===== src/rtl/core/bsp_pkg.sv =====
// Shared types, codes and defaults for the B-spline basis evaluator.
// Depends on nothing; every other file in rtl/core but bsp_ram refers to it by scoped name.
`timescale 1ns / 1ps

package bsp_pkg;

	// Defaults for the top-level parameters.
	localparam int DEF_MAX_BREAKPOINTS = 16;
	localparam int DEF_MAX_ORDER       = 3;
	localparam int DEF_FRAC_BITS       = 16;

	// The recursion never goes deeper than degree three, so four slots hold a triangle row.
	localparam int SLOT_COUNT = 4;

	// Transaction kinds.
	localparam logic [2:0] KIND_LOAD        = 3'd0;
	localparam logic [2:0] KIND_VALUE       = 3'd1;
	localparam logic [2:0] KIND_DERIV       = 3'd2;
	localparam logic [2:0] KIND_ALL_VALUES  = 3'd3;
	localparam logic [2:0] KIND_ALL_DERIVS  = 3'd4;

	// Result status codes.
	localparam logic [1:0] STATUS_OK    = 2'd0;
	localparam logic [1:0] STATUS_RANGE = 2'd1;
	localparam logic [1:0] STATUS_DEG0  = 2'd2;

	// Configuration register indexes.
	localparam logic [1:0] CFG_SPLINE_ORDER     = 2'd0;
	localparam logic [1:0] CFG_BREAKPOINT_COUNT = 2'd1;
	localparam logic [1:0] CFG_TOLERANCE        = 2'd2;

	// Configuration reset values.
	localparam logic [1:0]  RST_SPLINE_ORDER     = 2'd3;
	localparam logic [4:0]  RST_BREAKPOINT_COUNT = 5'd2;
	localparam logic [15:0] RST_TOLERANCE        = 16'd1;

	typedef struct packed {
		logic [2:0]         kind;
		logic [3:0]         breakpoint_index;
		logic signed [31:0] point_value;
		logic [4:0]         basis_index;
		logic [1:0]         degree;
	} in_item_t;

	typedef struct packed {
		logic signed [31:0] result_value;
		logic [4:0]         result_index;
		logic               last;
		logic [1:0]         status;
	} out_item_t;

	// Request to the shared multiply-divide unit: sat(num * scale / den).
	typedef struct packed {
		logic               start;
		logic signed [33:0] num;
		logic signed [31:0] scale;
		logic signed [33:0] den;
	} md_req_t;

	typedef struct packed {
		logic               done;
		logic signed [31:0] quot;
	} md_rsp_t;

	typedef enum logic [3:0] {
		S_IDLE,
		S_PRE,
		S_PRE_W,
		S_CHECK,
		S_START,
		S_FETCH_P,
		S_FETCH_Q,
		S_GOT_Q,
		S_EVAL,
		S_WAIT,
		S_TERM,
		S_FINISH,
		S_EMIT
	} seq_state_t;

	typedef enum logic [1:0] {
		U_IDLE,
		U_MUL,
		U_DIV,
		U_SAT
	} md_state_t;

	// Saturate a wide signed value to 32 bits.
	function automatic logic signed [31:0] sat32(input logic signed [35:0] v);
		logic signed [31:0] r;
		if (v > 36'sh0_7FFF_FFFF) begin
			r = 32'sh7FFF_FFFF;
		end else if (v < -36'sh0_8000_0000) begin
			r = 32'sh8000_0000;
		end else begin
			r = v[31:0];
		end
		return r;
	endfunction

endpackage


===== src/rtl/core/bsp_ram.sv =====
// Generic single-write, single-read RAM with a registered read port.
// Depends on nothing.
`timescale 1ns / 1ps

module bsp_ram #(
	parameter int WIDTH = 32,
	parameter int DEPTH = 16
) (
	input  logic                     clk,
	input  logic                     we,
	input  logic [$clog2(DEPTH)-1:0] waddr,
	input  logic [WIDTH-1:0]         wdata,
	input  logic [$clog2(DEPTH)-1:0] raddr,
	output logic [WIDTH-1:0]         rdata
);

	logic [WIDTH-1:0] mem_q [DEPTH];
	logic [WIDTH-1:0] rdata_q;

	// Write port and registered read port.
	always_ff @(posedge clk) begin
		if (we) begin
			mem_q[waddr] <= wdata;
		end
		rdata_q <= mem_q[raddr];
	end

	assign rdata = rdata_q;

endmodule


===== src/rtl/core/bsp_muldiv.sv =====
// Shared sequential unit computing sat32(num * scale / den), truncated toward zero.
// Depends on bsp_pkg for the request and response structs and the state type.
`timescale 1ns / 1ps

module bsp_muldiv (
	input  logic             clk,
	input  logic             arst_n,
	input  bsp_pkg::md_req_t req,
	output bsp_pkg::md_rsp_t rsp
);

	bsp_pkg::md_state_t state_q, state_d;
	logic [6:0]  cnt_q;
	logic        done_q;
	logic        neg_q;
	logic [33:0] ud_q;
	logic [65:0] mcand_q;
	logic [31:0] mplier_q;
	logic [65:0] work_q;
	logic [34:0] rem_q;
	logic signed [31:0] quot_q;

	logic [33:0] ua, ud;
	logic [31:0] ub;
	logic [34:0] rem_sh, rem_sub;
	logic        fits;
	logic signed [31:0] sat_val;

	// Operand magnitudes; the sign of the quotient is kept apart.
	always_comb begin
		ua = req.num[33] ? 34'(-req.num) : 34'(req.num);
		ub = req.scale[31] ? 32'(-req.scale) : 32'(req.scale);
		ud = req.den[33] ? 34'(-req.den) : 34'(req.den);
	end

	// One restoring division step.
	always_comb begin
		rem_sh  = {rem_q[33:0], work_q[65]};
		fits    = rem_sh >= {1'b0, ud_q};
		rem_sub = rem_sh - {1'b0, ud_q};
	end

	// Saturation of the unsigned quotient with its sign applied.
	always_comb begin
		if (!neg_q) begin
			sat_val = (work_q > 66'h0_7FFF_FFFF) ? 32'sh7FFF_FFFF : work_q[31:0];
		end else begin
			sat_val = (work_q >= 66'h0_8000_0000) ? 32'sh8000_0000 : 32'(-work_q[31:0]);
		end
	end

	// Next state: a shift-add multiply, then a restoring division, then saturation.
	always_comb begin
		state_d = state_q;
		unique case (state_q)
			bsp_pkg::U_IDLE: if (req.start) state_d = bsp_pkg::U_MUL;
			bsp_pkg::U_MUL:  if (cnt_q == 7'd31) state_d = bsp_pkg::U_DIV;
			bsp_pkg::U_DIV:  if (cnt_q == 7'd65) state_d = bsp_pkg::U_SAT;
			bsp_pkg::U_SAT:  state_d = bsp_pkg::U_IDLE;
			default:         state_d = bsp_pkg::U_IDLE;
		endcase
	end

	// Control registers.
	always_ff @(posedge clk or negedge arst_n) begin
		if (!arst_n) begin
			state_q <= bsp_pkg::U_IDLE;
			cnt_q   <= '0;
			done_q  <= 1'b0;
		end else begin
			state_q <= state_d;
			done_q  <= (state_q == bsp_pkg::U_SAT);
			if (state_q != state_d) begin
				cnt_q <= '0;
			end else begin
				cnt_q <= cnt_q + 7'd1;
			end
		end
	end

	// Datapath registers.
	always_ff @(posedge clk) begin
		unique case (state_q)
			bsp_pkg::U_IDLE: begin
				if (req.start) begin
					neg_q    <= req.num[33] ^ req.scale[31] ^ req.den[33];
					ud_q     <= ud;
					mcand_q  <= 66'(ua);
					mplier_q <= ub;
					work_q   <= '0;
					rem_q    <= '0;
				end
			end
			bsp_pkg::U_MUL: begin
				if (mplier_q[0]) begin
					work_q <= work_q + mcand_q;
				end
				mcand_q  <= {mcand_q[64:0], 1'b0};
				mplier_q <= {1'b0, mplier_q[31:1]};
			end
			bsp_pkg::U_DIV: begin
				rem_q  <= fits ? rem_sub : rem_sh;
				work_q <= {work_q[64:0], fits};
			end
			bsp_pkg::U_SAT: begin
				quot_q <= sat_val;
			end
			default: begin
			end
		endcase
	end

	assign rsp.done = done_q;
	assign rsp.quot = quot_q;

endmodule


===== src/rtl/core/bspline_basis_eval_unit.sv =====
// Top level of the B-spline basis evaluator: sequencer, breakpoint store, output register.
// Depends on bsp_pkg, bsp_ram and bsp_muldiv.
`timescale 1ns / 1ps

// Evaluates Cox-de Boor B-spline basis values and derivatives in signed fixed point
// with FRAC_BITS fraction bits. A load transaction writes one breakpoint. An
// evaluation takes the breakpoint store through one read port, builds the degree-zero
// row and then the triangle term by term on one shared multiply-divide unit; each term
// reads two knots, and a term that is not dropped then goes through a shift-add multiply
// and a restoring divide on the unit. A basis value of degree k needs up to k(k+1) terms,
// and a full run repeats this for each of its count+order-1 results. The input is stalled
// for the whole evaluation; results leave through a one-deep output register.
// There is no clearing pass: breakpoints must be loaded before they are used.
module bspline_basis_eval_unit #(
	parameter int MAX_BREAKPOINTS = bsp_pkg::DEF_MAX_BREAKPOINTS,
	parameter int MAX_ORDER       = bsp_pkg::DEF_MAX_ORDER,
	parameter int FRAC_BITS       = bsp_pkg::DEF_FRAC_BITS
) (
	input  logic               clk,
	input  logic               arst_n,
	input  logic               in_valid,
	output logic               in_stall,
	input  bsp_pkg::in_item_t  in_item,
	output logic               out_valid,
	input  logic               out_stall,
	output bsp_pkg::out_item_t out_item,
	input  logic               cfg_write,
	input  logic [1:0]         cfg_index,
	input  logic [15:0]        cfg_data
);

	localparam int KNOT_CAP = MAX_BREAKPOINTS + 2 * MAX_ORDER;
	localparam int KW       = $clog2(KNOT_CAP + 36);
	localparam int SW       = $clog2(MAX_BREAKPOINTS);
	localparam logic signed [31:0] ONE = 32'(64'(1) << FRAC_BITS);

	// Configuration registers.
	logic [1:0]  spline_order_q;
	logic [4:0]  breakpoint_count_q;
	logic [15:0] tolerance_q;

	// Sequencer state and working registers.
	bsp_pkg::seq_state_t state_q, state_d;
	logic signed [31:0] x_q;
	logic [KW-1:0]      base_q;
	logic [1:0]         deg_q;
	logic               deriv_q;
	logic               full_q;
	logic               zero_run_q;
	logic               closed_q;
	logic [1:0]         lvl_q;
	logic [1:0]         m_q;
	logic               term_q;
	logic               top_q;
	logic               last_q;
	logic [1:0]         st_q;
	logic signed [31:0] pk_q, qk_q;
	logic signed [31:0] c1_q, tval_q, res_q;
	logic signed [31:0] slot_q [bsp_pkg::SLOT_COUNT];

	// Output register.
	logic               out_valid_q;
	bsp_pkg::out_item_t out_item_q;

	logic [1:0]     ord_w;
	logic [KW-1:0]  cnt_w, ktot_w, run_tot_w, j_w, pidx_w, qidx_w;
	logic [1:0]     vlev_w;
	logic           lvl0_w, skip_w, ind_w, last_m_w, range_err_w, out_load;
	logic           accept_w, eval_kind_w, load_we;
	logic [SW-1:0]  raddr;
	logic [31:0]    rd_data;
	logic signed [31:0] cur_w, r_sum_w, r_der_w;
	logic signed [35:0] diff_w;
	logic [2:0]     n_prev_w;
	bsp_pkg::md_req_t md_req;
	bsp_pkg::md_rsp_t md_rsp;

	// Knot index to breakpoint address, with the end padding folded in.
	function automatic logic [SW-1:0] knot_addr(input logic [KW-1:0] j,
			input logic [KW-1:0] ord, input logic [KW-1:0] cnt);
		logic [KW-1:0] s;
		if (j < ord) begin
			s = '0;
		end else if (j < ord + cnt) begin
			s = j - ord;
		end else begin
			s = cnt - KW'(1);
		end
		return SW'(s);
	endfunction

	// Two values are equal when they differ by at most the tolerance.
	function automatic logic near_eq(input logic signed [31:0] a, input logic signed [31:0] b,
			input logic [15:0] tol);
		logic signed [32:0] d;
		d = 33'(a) - 33'(b);
		if (d < 0) begin
			d = -d;
		end
		return $unsigned(d) <= 33'(tol);
	endfunction

	// Configuration write port.
	always_ff @(posedge clk or negedge arst_n) begin
		if (!arst_n) begin
			spline_order_q     <= bsp_pkg::RST_SPLINE_ORDER;
			breakpoint_count_q <= bsp_pkg::RST_BREAKPOINT_COUNT;
			tolerance_q        <= bsp_pkg::RST_TOLERANCE;
		end else if (cfg_write) begin
			unique case (cfg_index)
				bsp_pkg::CFG_SPLINE_ORDER:     spline_order_q     <= cfg_data[1:0];
				bsp_pkg::CFG_BREAKPOINT_COUNT: breakpoint_count_q <= cfg_data[4:0];
				bsp_pkg::CFG_TOLERANCE:        tolerance_q        <= cfg_data;
				default: begin
				end
			endcase
		end
	end

	// Effective order and count, and the knot vector lengths derived from them.
	always_comb begin
		ord_w = (32'(spline_order_q) > MAX_ORDER) ? 2'(MAX_ORDER) : spline_order_q;
		if (breakpoint_count_q < 5'd2) begin
			cnt_w = KW'(2);
		end else if (32'(breakpoint_count_q) > MAX_BREAKPOINTS) begin
			cnt_w = KW'(MAX_BREAKPOINTS);
		end else begin
			cnt_w = KW'(breakpoint_count_q);
		end
		ktot_w    = cnt_w + (KW'(ord_w) << 1);
		run_tot_w = cnt_w + KW'(ord_w) - KW'(1);
	end

	// Knot indexes for the current term.
	always_comb begin
		j_w    = base_q + KW'(m_q);
		lvl0_w = (lvl_q == 2'd0) && !top_q;
		if (lvl0_w) begin
			pidx_w = j_w;
			qidx_w = j_w + KW'(1);
		end else if (top_q) begin
			pidx_w = term_q ? base_q + KW'(1) : base_q;
			qidx_w = base_q + KW'(deg_q) + (term_q ? KW'(1) : KW'(0));
		end else if (!term_q) begin
			pidx_w = j_w;
			qidx_w = j_w + KW'(lvl_q);
		end else begin
			pidx_w = j_w + KW'(lvl_q) + KW'(1);
			qidx_w = j_w + KW'(1);
		end
		if (state_q == bsp_pkg::S_PRE) begin
			raddr = SW'(cnt_w - KW'(1));
		end else if (state_q == bsp_pkg::S_FETCH_P) begin
			raddr = knot_addr(pidx_w, KW'(ord_w), cnt_w);
		end else begin
			raddr = knot_addr(qidx_w, KW'(ord_w), cnt_w);
		end
	end

	// Term evaluation helpers.
	always_comb begin
		vlev_w      = deriv_q ? deg_q - 2'd1 : deg_q;
		skip_w      = near_eq(qk_q, pk_q, tolerance_q);
		ind_w       = ((x_q > pk_q) || near_eq(x_q, pk_q, tolerance_q))
			&& (closed_q ? ((x_q < qk_q) || near_eq(x_q, qk_q, tolerance_q)) : (x_q < qk_q));
		last_m_w    = (m_q == deg_q - lvl_q);
		n_prev_w    = 3'(deg_q) - 3'(lvl_q) + 3'd2;
		range_err_w = (base_q + KW'(deg_q) + KW'(1)) >= ktot_w;
		cur_w       = term_q ? slot_q[1] : slot_q[0];
		r_sum_w     = bsp_pkg::sat32(36'(c1_q) + 36'(tval_q));
		diff_w      = 36'(c1_q) - 36'(tval_q);
		r_der_w     = bsp_pkg::sat32($signed(diff_w * 36'(deg_q)));
	end

	// Request to the shared unit.
	always_comb begin
		md_req.start = (state_q == bsp_pkg::S_EVAL) && !lvl0_w && !skip_w;
		md_req.num   = top_q ? 34'(cur_w) : 34'(x_q) - 34'(pk_q);
		md_req.scale = top_q ? ONE : cur_w;
		md_req.den   = 34'(qk_q) - 34'(pk_q);
	end

	assign eval_kind_w = (in_item.kind == bsp_pkg::KIND_VALUE)
		|| (in_item.kind == bsp_pkg::KIND_DERIV)
		|| (in_item.kind == bsp_pkg::KIND_ALL_VALUES)
		|| (in_item.kind == bsp_pkg::KIND_ALL_DERIVS);
	assign accept_w = in_valid && (state_q == bsp_pkg::S_IDLE);
	assign load_we  = accept_w && (in_item.kind == bsp_pkg::KIND_LOAD)
		&& (32'(in_item.breakpoint_index) < MAX_BREAKPOINTS);
	assign out_load = (state_q == bsp_pkg::S_EMIT) && (!out_valid_q || !out_stall);

	// Sequencer next state.
	always_comb begin
		state_d = state_q;
		unique case (state_q)
			bsp_pkg::S_IDLE:    if (in_valid && eval_kind_w) state_d = bsp_pkg::S_PRE;
			bsp_pkg::S_PRE:     state_d = bsp_pkg::S_PRE_W;
			bsp_pkg::S_PRE_W:   state_d = bsp_pkg::S_CHECK;
			bsp_pkg::S_CHECK: begin
				if (full_q) begin
					state_d = (deriv_q && ord_w == 2'd0) ? bsp_pkg::S_EMIT : bsp_pkg::S_START;
				end else if ((deriv_q && deg_q == 2'd0) || range_err_w) begin
					state_d = bsp_pkg::S_EMIT;
				end else begin
					state_d = bsp_pkg::S_START;
				end
			end
			bsp_pkg::S_START:   state_d = bsp_pkg::S_FETCH_P;
			bsp_pkg::S_FETCH_P: state_d = bsp_pkg::S_FETCH_Q;
			bsp_pkg::S_FETCH_Q: state_d = bsp_pkg::S_GOT_Q;
			bsp_pkg::S_GOT_Q:   state_d = bsp_pkg::S_EVAL;
			bsp_pkg::S_EVAL: begin
				if (lvl0_w) begin
					if (m_q == deg_q && lvl_q == vlev_w && !deriv_q) begin
						state_d = bsp_pkg::S_FINISH;
					end else begin
						state_d = bsp_pkg::S_FETCH_P;
					end
				end else begin
					state_d = skip_w ? bsp_pkg::S_TERM : bsp_pkg::S_WAIT;
				end
			end
			bsp_pkg::S_WAIT:    if (md_rsp.done) state_d = bsp_pkg::S_TERM;
			bsp_pkg::S_TERM: begin
				if (!term_q) begin
					state_d = bsp_pkg::S_FETCH_P;
				end else if (top_q) begin
					state_d = bsp_pkg::S_EMIT;
				end else if (last_m_w && lvl_q == vlev_w && !deriv_q) begin
					state_d = bsp_pkg::S_FINISH;
				end else begin
					state_d = bsp_pkg::S_FETCH_P;
				end
			end
			bsp_pkg::S_FINISH:  state_d = bsp_pkg::S_EMIT;
			bsp_pkg::S_EMIT: begin
				if (out_load) begin
					if (last_q) begin
						state_d = bsp_pkg::S_IDLE;
					end else if (zero_run_q) begin
						state_d = bsp_pkg::S_EMIT;
					end else begin
						state_d = bsp_pkg::S_START;
					end
				end
			end
			default:            state_d = bsp_pkg::S_IDLE;
		endcase
	end

	// Control registers.
	always_ff @(posedge clk or negedge arst_n) begin
		if (!arst_n) begin
			state_q     <= bsp_pkg::S_IDLE;
			out_valid_q <= 1'b0;
		end else begin
			state_q <= state_d;
			if (out_load) begin
				out_valid_q <= 1'b1;
			end else if (!out_stall) begin
				out_valid_q <= 1'b0;
			end
		end
	end

	// Working registers of the sequencer.
	always_ff @(posedge clk) begin
		unique case (state_q)
			bsp_pkg::S_IDLE: begin
				if (accept_w && eval_kind_w) begin
					x_q        <= in_item.point_value;
					base_q     <= KW'(in_item.basis_index);
					deg_q      <= in_item.degree;
					deriv_q    <= (in_item.kind == bsp_pkg::KIND_DERIV)
						|| (in_item.kind == bsp_pkg::KIND_ALL_DERIVS);
					full_q     <= (in_item.kind == bsp_pkg::KIND_ALL_VALUES)
						|| (in_item.kind == bsp_pkg::KIND_ALL_DERIVS);
					zero_run_q <= 1'b0;
				end
			end
			bsp_pkg::S_PRE_W: begin
				closed_q <= near_eq(x_q, $signed(rd_data), tolerance_q);
			end
			bsp_pkg::S_CHECK: begin
				res_q <= '0;
				if (full_q) begin
					base_q <= '0;
					deg_q  <= ord_w;
					last_q <= (run_tot_w == KW'(1));
					if (deriv_q && ord_w == 2'd0) begin
						zero_run_q <= 1'b1;
						st_q       <= bsp_pkg::STATUS_DEG0;
					end
				end else begin
					last_q <= 1'b1;
					if (deriv_q && deg_q == 2'd0) begin
						st_q <= bsp_pkg::STATUS_DEG0;
					end else if (range_err_w) begin
						st_q <= bsp_pkg::STATUS_RANGE;
					end
				end
			end
			bsp_pkg::S_START: begin
				lvl_q  <= '0;
				m_q    <= '0;
				term_q <= 1'b0;
				top_q  <= 1'b0;
			end
			bsp_pkg::S_FETCH_Q: pk_q <= $signed(rd_data);
			bsp_pkg::S_GOT_Q:   qk_q <= $signed(rd_data);
			bsp_pkg::S_EVAL: begin
				if (lvl0_w) begin
					// Degree-zero row: one indicator per knot interval.
					slot_q[m_q] <= ind_w ? ONE : 32'sd0;
					if (m_q == deg_q) begin
						m_q    <= '0;
						term_q <= 1'b0;
						if (lvl_q == vlev_w) begin
							if (deriv_q) begin
								top_q <= 1'b1;
							end
						end else begin
							lvl_q <= lvl_q + 2'd1;
						end
					end else begin
						m_q <= m_q + 2'd1;
					end
				end else if (skip_w) begin
					tval_q <= '0;
				end
			end
			bsp_pkg::S_WAIT: begin
				if (md_rsp.done) begin
					tval_q <= md_rsp.quot;
				end
			end
			bsp_pkg::S_TERM: begin
				if (!term_q) begin
					c1_q   <= tval_q;
					term_q <= 1'b1;
				end else if (top_q) begin
					res_q <= r_der_w;
					st_q  <= bsp_pkg::STATUS_OK;
				end else begin
					// Consume the row head and queue the new value behind the rest.
					term_q <= 1'b0;
					if (last_m_w) begin
						for (int i = 0; i < bsp_pkg::SLOT_COUNT - 2; i++) begin
							slot_q[i] <= slot_q[i + 2];
						end
						slot_q[2'(n_prev_w - 3'd2)] <= r_sum_w;
						m_q <= '0;
						if (lvl_q == vlev_w) begin
							if (deriv_q) begin
								top_q <= 1'b1;
							end
						end else begin
							lvl_q <= lvl_q + 2'd1;
						end
					end else begin
						for (int i = 0; i < bsp_pkg::SLOT_COUNT - 1; i++) begin
							slot_q[i] <= slot_q[i + 1];
						end
						slot_q[2'(n_prev_w - 3'd1)] <= r_sum_w;
						m_q <= m_q + 2'd1;
					end
				end
			end
			bsp_pkg::S_FINISH: begin
				res_q <= slot_q[0];
				st_q  <= bsp_pkg::STATUS_OK;
			end
			bsp_pkg::S_EMIT: begin
				if (out_load && !last_q) begin
					base_q <= base_q + KW'(1);
					last_q <= (base_q + KW'(2) == run_tot_w);
				end
			end
			default: begin
			end
		endcase
	end

	// Output register payload.
	always_ff @(posedge clk) begin
		if (out_load) begin
			out_item_q.result_value <= res_q;
			out_item_q.result_index <= 5'(base_q);
			out_item_q.last         <= last_q;
			out_item_q.status       <= st_q;
		end
	end

	bsp_ram #(
		.WIDTH(32),
		.DEPTH(MAX_BREAKPOINTS)
	) u_store (
		.clk  (clk),
		.we   (load_we),
		.waddr(SW'(in_item.breakpoint_index)),
		.wdata(in_item.point_value),
		.raddr(raddr),
		.rdata(rd_data)
	);

	bsp_muldiv u_muldiv (
		.clk   (clk),
		.arst_n(arst_n),
		.req   (md_req),
		.rsp   (md_rsp)
	);

	assign in_stall  = (state_q != bsp_pkg::S_IDLE);
	assign out_valid = out_valid_q;
	assign out_item  = out_item_q;

`ifndef SYNTH
	// The shared unit only finishes while the sequencer waits for it.
	a_done_in_wait: assert property (@(posedge clk) disable iff (!arst_n)
		md_rsp.done |-> (state_q == bsp_pkg::S_WAIT))
		else $error("multiply-divide result arrived outside the wait state");

	// A new result only appears after the emit state.
	a_out_from_emit: assert property (@(posedge clk) disable iff (!arst_n)
		$rose(out_valid) |-> ($past(state_q) == bsp_pkg::S_EMIT))
		else $error("result presented without passing the emit state");

	// The degree-zero row never goes through the divider.
	a_row0_no_div: assert property (@(posedge clk) disable iff (!arst_n)
		(state_q == bsp_pkg::S_EVAL && lvl0_w) |-> !md_req.start)
		else $error("divider started for a degree-zero indicator");

	// No transaction is taken while an evaluation waits on the shared unit.
	a_busy_stall: assert property (@(posedge clk) disable iff (!arst_n)
		(state_q == bsp_pkg::S_WAIT) |=> in_stall)
		else $error("input taken during an evaluation");
`endif

endmodule


===== config.mk =====
export PLATFORM = sky130hd
export DESIGN_NAME = bspline_basis_eval_unit
export DESIGN_NICKNAME = d
export VERILOG_FILES = /design/src/rtl/core/bsp_pkg.sv /design/src/rtl/core/bsp_ram.sv /design/src/rtl/core/bsp_muldiv.sv /design/src/rtl/core/bspline_basis_eval_unit.sv
export SDC_FILE = /design/constraint.sdc
export NUM_CORES = 2
export LEC_CHECK = 0
export ABC_CLOCK_PERIOD_IN_PS = 23800
export BUFFER_PORTS_ARGS = -buffer_cell sky130_fd_sc_hd__buf_2
export CORE_UTILIZATION = 50
export DETAILED_ROUTE_END_ITERATION = 8
export PLACE_DENSITY = 0.66
export SKIP_CTS_REPAIR_TIMING = 1
export SLEW_MARGIN = 0
export SYNTH_ARGS = -nofsm -noshare
export SYNTH_HDL_FRONTEND = slang
export SYNTH_HIERARCHICAL = 1
export SYNTH_SLANG_ARGS = --single-unit

===== constraint.sdc =====
create_clock -name clk -period 23.8 [get_ports clk]
set_input_delay 2.38 -clock clk [delete_from_list [all_inputs] [get_ports clk]]
set_output_delay 2.38 -clock clk [all_outputs]
set_load 0.05 [all_outputs]

# Word level (Yosys, flattened, before mapping)

Memory sizes are Yosys's and may differ from the RTL's. A register that Yosys moved wholly into a read port is not among the register bits.
Cells that the tools add are included.

Add/subtract/negate cells: 42
$mul: 1
$lt $le $gt $ge: 24
Equal/unequal tests: 51
Multiplexer cells: 148
Bitwise gates (word level): 5
Reduce and logical (&&, ||, !) cells: 72

Operators with widths:

| cell                                                                                  | count |
|---|---|
| 32-bit two-way mux                                                                    | 20 |
| 32-bit by 32-bit subtractor with 33-bit output                                        | 7 |
| 33-bit two-way mux                                                                    | 6 |
| 66-bit two-way mux                                                                    | 3 |
| 66-bit case mux with 3 select lines                                                   | 1 |
| 34-bit two-way mux                                                                    | 4 |
| 33-bit by 16-bit <= comparator with 1-bit output                                      | 4 |
| 33-bit by 1-bit less-than comparator with 1-bit output, second input constant         | 4 |
| 33-bit negator                                                                        | 4 |
| 66-bit case mux with 2 select lines                                                   | 1 |
| 32-bit case mux with 2 select lines                                                   | 2 |
| 32-bit case mux with 3 select lines                                                   | 1 |
| 4-bit two-way mux                                                                     | 19 |
| 34-bit case mux with 2 select lines                                                   | 1 |
| 66-bit adder                                                                          | 1 |
| 66-bit by 32-bit greater-or-equal comparator with 1-bit output, second input constant | 1 |
| 66-bit by 31-bit > comparator with 1-bit output, second input constant                | 1 |
| 32-bit negator                                                                        | 2 |
| 32-bit OR reduction                                                                   | 2 |
| 6-bit two-way mux                                                                     | 10 |
| 2-bit two-way mux                                                                     | 26 |
| 4-bit case mux with 13 select lines                                                   | 1 |
| 1-bit two-way mux                                                                     | 39 |
| 36-bit by 32-bit > comparator with 1-bit output, second input constant                | 1 |
| other kinds (76)                                                                      | 182 |

Bits in registers: 556
RAM bits: 640
Bits of input ports: 69
Word-level logic and storage cells: 383
Memories: 2

Memories:

| name          | words | width | rd ports | clocked after Yosys merged registers in | wr ports | line                          | text |
|---|---|---|---|---|---|---|---|
| u_store.mem_q | 16    | 32    | 1        | 1                                       | 1        | bsp_ram.sv:17                 | `logic [WIDTH-1:0] mem_q [DEPTH];` |
| slot_q        | 4     | 32    | 4        | 0                                       | 4        | bspline_basis_eval_unit.sv:59 | `logic signed [31:0] slot_q [bsp_pkg::SLOT_COUNT];` |

# Depth between registers and ports, before layout

Word-level depth: 11
Mapped depth: 36
Depth with buffers taken out: 35

# Hierarchy

The synthesis kept the hierarchy.

By module, submodules not included:

| module                  | times used | cells each | area an instance (um^2) |
|---|---|---|---|
| bspline_basis_eval_unit | 1          | 4248       | 37312.0 |
| bsp_ram                 | 1          | 838        | 19835.3 |
| bsp_muldiv              | 1          | 2108       | 19553.8 |

# Worst setup path before layout

OpenSTA, ideal clock, no wires.

Path type: reg-to-reg
From: reg pk_q[0]
To: reg u_muldiv.work_q[0], enable pin
Arrival: 9356 ps
Data required time: 23229 ps
Path slack: 13873 ps
Cell stages (with the launch flop): 30
Period minus slack after synthesis: 9927 ps
Cells stage by stage: edfxtp_1 ha_1 inv_1 fa_1 a211oi_1 o21a_1 o21ai_0 or3b_2 a21oi_1 o21ai_0 a31oi_1 clkbuf_1 buf_1 nor2_1 xnor2_1 ha_1 o21a_1 o21ai_0 nand2b_1 a21oi_1 o21ai_0 a2111oi_0 o21ai_0 a21bo_2 o311a_1 nand4b_1 nor4_1 nor3_1 nor2b_1 nor3_1

RTL lines:

| item                   | line                           | text |
|---|---|---|
| from (decl)            | bspline_basis_eval_unit.sv:57  | `logic signed [31:0] pk_q, qk_q;` |
| from (signal assigned) | bspline_basis_eval_unit.sv:309 | `bsp_pkg::S_FETCH_Q: pk_q <= $signed(rd_data);` |
| to (signal assigned)   | bsp_muldiv.sv:96               | `work_q <= work_q + mcand_q;` |
| to (signal assigned)   | bsp_muldiv.sv:103              | `work_q <= {work_q[64:0], fits};` |
| to (decl)              | bsp_muldiv.sv:19               | `logic [65:0] work_q;` |

==> summary.md <==
The run finished with clean final reports. The clock root buffer was clkbuf_16. Entering global routing, the biggest net connects 184 pins. The clock arrives with 76.2 ps of skew. The number of pins exceeding their max-slew limit in the final report is 0, and the count of buffers inserted at the top-level ports is 110.

Summing the areas of all fa, ha and maj instances in the mapped netlist gives 7.74% of the synthesized area. The most numerous cell type found on the critical path is o21ai_0. Counting flops with a built-in enable in the synthesized netlist gives 1158.

After clock tree synthesis, the clock-pin slew on the worst setup and hold paths is 60 ps. The number of antenna-violating nets in the routed design is 0, and the power density normalized to cell area is 67.1 nW/um^2. The run gives 3 as the number of antenna violations at the first check in global routing. The run gives 7736 as the layout net count.

The die is 394 um wide. After detailed routing, the number of vias per cell comes to 6.23. The fraction of layout instances using a drive strength above 1 was 9.51%. The overall die height was 394 um; the share of the clock period used by the worst path was 34.5%. The tree built by TritonCTS fans out to 1228 sinks. The arrival time of the worst setup path is 8620 ps, and the maximum frequency from static timing analysis is 122 MHz. The share of Yosys cell area claimed by the top area cell type came out at 45.3%. Wires add up to 222000 um.

The die footprint is 155000 sq um, and the fraction of registers with async set/reset is 3.09%. The mux cell area share after synthesis was 5.72%; the xor-xnor portion of the synthesized cell area was 5.41%. The run gives 0 ps as the post-route setup TNS. Wire length per cell: 23.7 um. The area share of and/or/nand/nor cells after synthesis came out at 13.5%.

The initial utilization of the core area, before any placement, comes to 50.4%. The layout has 13.0k filler cells. The tools report the HPWL after detailed placement as 161000 um. The share of the core filled with cells is 55.4%, and the number of clock buffers inserted by TritonCTS is 140. The worst hold path belongs to the class reg2reg. After synthesis, the largest family of logic cells by area is compound AO/OA/AOI/OAI gates. The first global-routing pass estimated 335000 um of wire. The delay of the slowest critical-path stage was 870 ps. The cell area that synthesis handed to floorplanning was 76700 sq um. The mean instance size in the synthesized netlist came out at 10.7 sq um. The sort of element at the start of the critical path was a flip-flop. TritonCTS built the clock tree.

The global-route congestion overflow total is 0. The maximum ir drop on the vdd rail was 0.0000756 V. For the total via count after detailed routing, the log shows 58.2k. For this run, the number of Yosys warnings is 6.

For this run, the detailed router's first-pass iteration total came to 8. Setup repair after global routing left no endpoint under its margin. By area the synthesized netlist is led by edfxtp_1 (45%), ha_1 (7.3%), mux4_2 (3.8%).

For this block, the initial DRC count from the detailed router was 5186. Summing the areas of all compound-gate instances in the mapped netlist gives 16.5% of the synthesized area. The clock passes through at most 3 buffers.

The layout overhead on the synthesized area came out at 9.78%. In this run the static leakage power is 30.1 nW. The worst pin sits at a relative slew slack of 18.3%. The largest individual stage delay along the critical path comes from the cell nor4_1. The insertion delay of the later-clocked pin in the worst-skew pair was 820 ps.

Dominant synthesized flop cell: edfxtp_1. In this run the standard cell core region covers 152000 sq um. Data on the critical path is required at its endpoint by 24210 ps.

Final hold analysis gives a worst-case slack of 426 ps. The critical path is of the reg2reg type. The capturing element type of the critical path is a flip-flop. Yosys mapped the design onto 107 distinct sky130hd cell types.

Setup violations remaining at the end of the flow were counted as 0. The number of placement rows is 143. The synthesized design contains 1228 register bits.

During I/O placement, the number of pins put on the boundary was 111. For the final count of hold timing violations, the log shows 0. The via count of the first global-routing pass is 55.0k. Synthesis produced 7194 cells. The part of the Yosys area used for sequential elements came out at 47.4%. Max-cap violations in this run came to 0. The commonest cells after synthesis are edfxtp_1 (1158), nand2_1 (523), a21oi_1 (519).

The placer congestion estimate is 0.987, and the deepest level of the CTS H-tree is 4. The transition time at the pin with the least slew margin works out to 1220 ps. In the global route stage, overall resource usage came out at 28.0%.

The most area-hungry cell type in the Yosys netlist is edfxtp_1. Among all cell types in the netlist, the one instantiated most often is edfxtp_1. The tools report the count of unresolved DRC violations after routing as 0.

The smallest clock period supported by the final layout is computed as 8210 ps. Of all nets on the critical path, the largest fanout is 65.
[layer usage]
layer  GRT usage [%]  routed length, um  vias up
met5               0                 13        -
met4            9.30               7310        2
met3            3.94              14400      373
met2            45.4             104000     2097
met1            38.5              96200    28700
li1                -                  -    27100
[through the flow]
step / area [sq um] / worst slack [ps] / power (W) / std cells
floorplan: 76700 / 13870 / 0.00324 / 7196
global placement: 79500 / 16040 / 0.00350 / 9090
detailed placement: 79500 / 15790 / 0.00352 / 9090
CTS: 84200 / 15750 / 0.00568 / 9346
global route: 84200 / 15070 / 0.00587 / 9346
finish: 84200 / 15590 / 0.00565 / 9347
[report_power, final]
part | switching [W] | total, W | internal [W]
registers | 0.0000562 | 0.00246 | 0.00240
logic | 0.000603 | 0.00104 | 0.000434
clock network | 0.000934 | 0.00216 | 0.00123
[path summary, 6_finish.rpt]
path | start | endpoint | slack (ps) | depth (start not counted)
max | pk_q[0] | u_muldiv/mcand_q[41] | 15590 | 31
min | st_q[1] | out_item[1] | 430 | 0
max reg2reg | pk_q[0] | u_muldiv/mcand_q[41] | 15590 | 31
min reg2reg | st_q[1] | out_item[1] | 430 | 0
max in group asynchronous | arst_n | tolerance_q[10] | 21360 | 1
min in group asynchronous | arst_n | out_valid | 1750 | 1
[sequential cells by signal (all words and copies together) (netlist names), 34 cells and up]
name,cells
out_item,40
u_muldiv/rem_q,34
u_store/mem_q,512
u_muldiv/ud_q,34
u_muldiv/work_q,66
slot_q,128
u_muldiv/mcand_q,66
[layout by cell type (no fill, tap or decap), drive strengths merged, types with 30 or more instances in the layout]
cell type  netlist  final
dfxtp           32     32
buf             53    195
clkbuf         278    174
nor4            51     51
o41ai           30     30
a22oi           88     88
nor2b           88     88
ha             449    449
o311ai          31     31
dfrtp           34     34
o211ai          43     43
nand2          524    524
mux4           128    128
nand2b          64     64
clkinv           2     59
a21oi          519    519
xnor2          294    294
inv            410    417
and2           183    183
a211oi         108    108
edfxtp        1158   1158
or4             35     35
o21a            87     87
and3            72     72
nor3           153    153
a21o           170    170
or3             65     65
or2             30     30
mux2i          112    112
o21bai          43     43
nor2           506    506
a221o           35     35
o31ai           64     64
o21ai          396    396
nand4           81     81
a31oi           65     65
mux2            34     34
xor2           180    180
nand3          139    139
[layout make-up]
class | instances | area, sq um | share of cell area, %
diodes | 1 | 2.50 | 0.00297
clock buffers | 174 | 3660 | 4.35
clock inverters | 82 | 1000 | 1.19
inverters | 412 | 1550 | 1.84
multi-input cells | 5225 | 37900 | 45.0
flip-flops and latches | 1228 | 36400 | 43.2
well taps | 2030 | 2540 | 3.02
repair buffers | 195 | 1210 | 1.44
[kinds of logic (layout without fill, tap and decap cells)]
group | after synthesis | in the layout
simple gates | 2078 | 2078
compound gates | 1931 | 1931
flops | 1228 | 1228
buf+inv | 743 | 863
xor+xnor | 474 | 474
fa+ha+maj | 465 | 465
mux | 274 | 274
other cells | 1 | 4
[critical path, delay by kind of cell, from the launching register on]
| kind | cells | cell delay, ps |
|---|---|---|
| buf+inv | 5 | 1230 |
| compound gates | 16 | 3080 |
| flops | 1 | 400 |
| fa+ha+maj | 3 | 760 |
| simple gates | 7 | 2220 |
(Power assumes the default switching activity.)
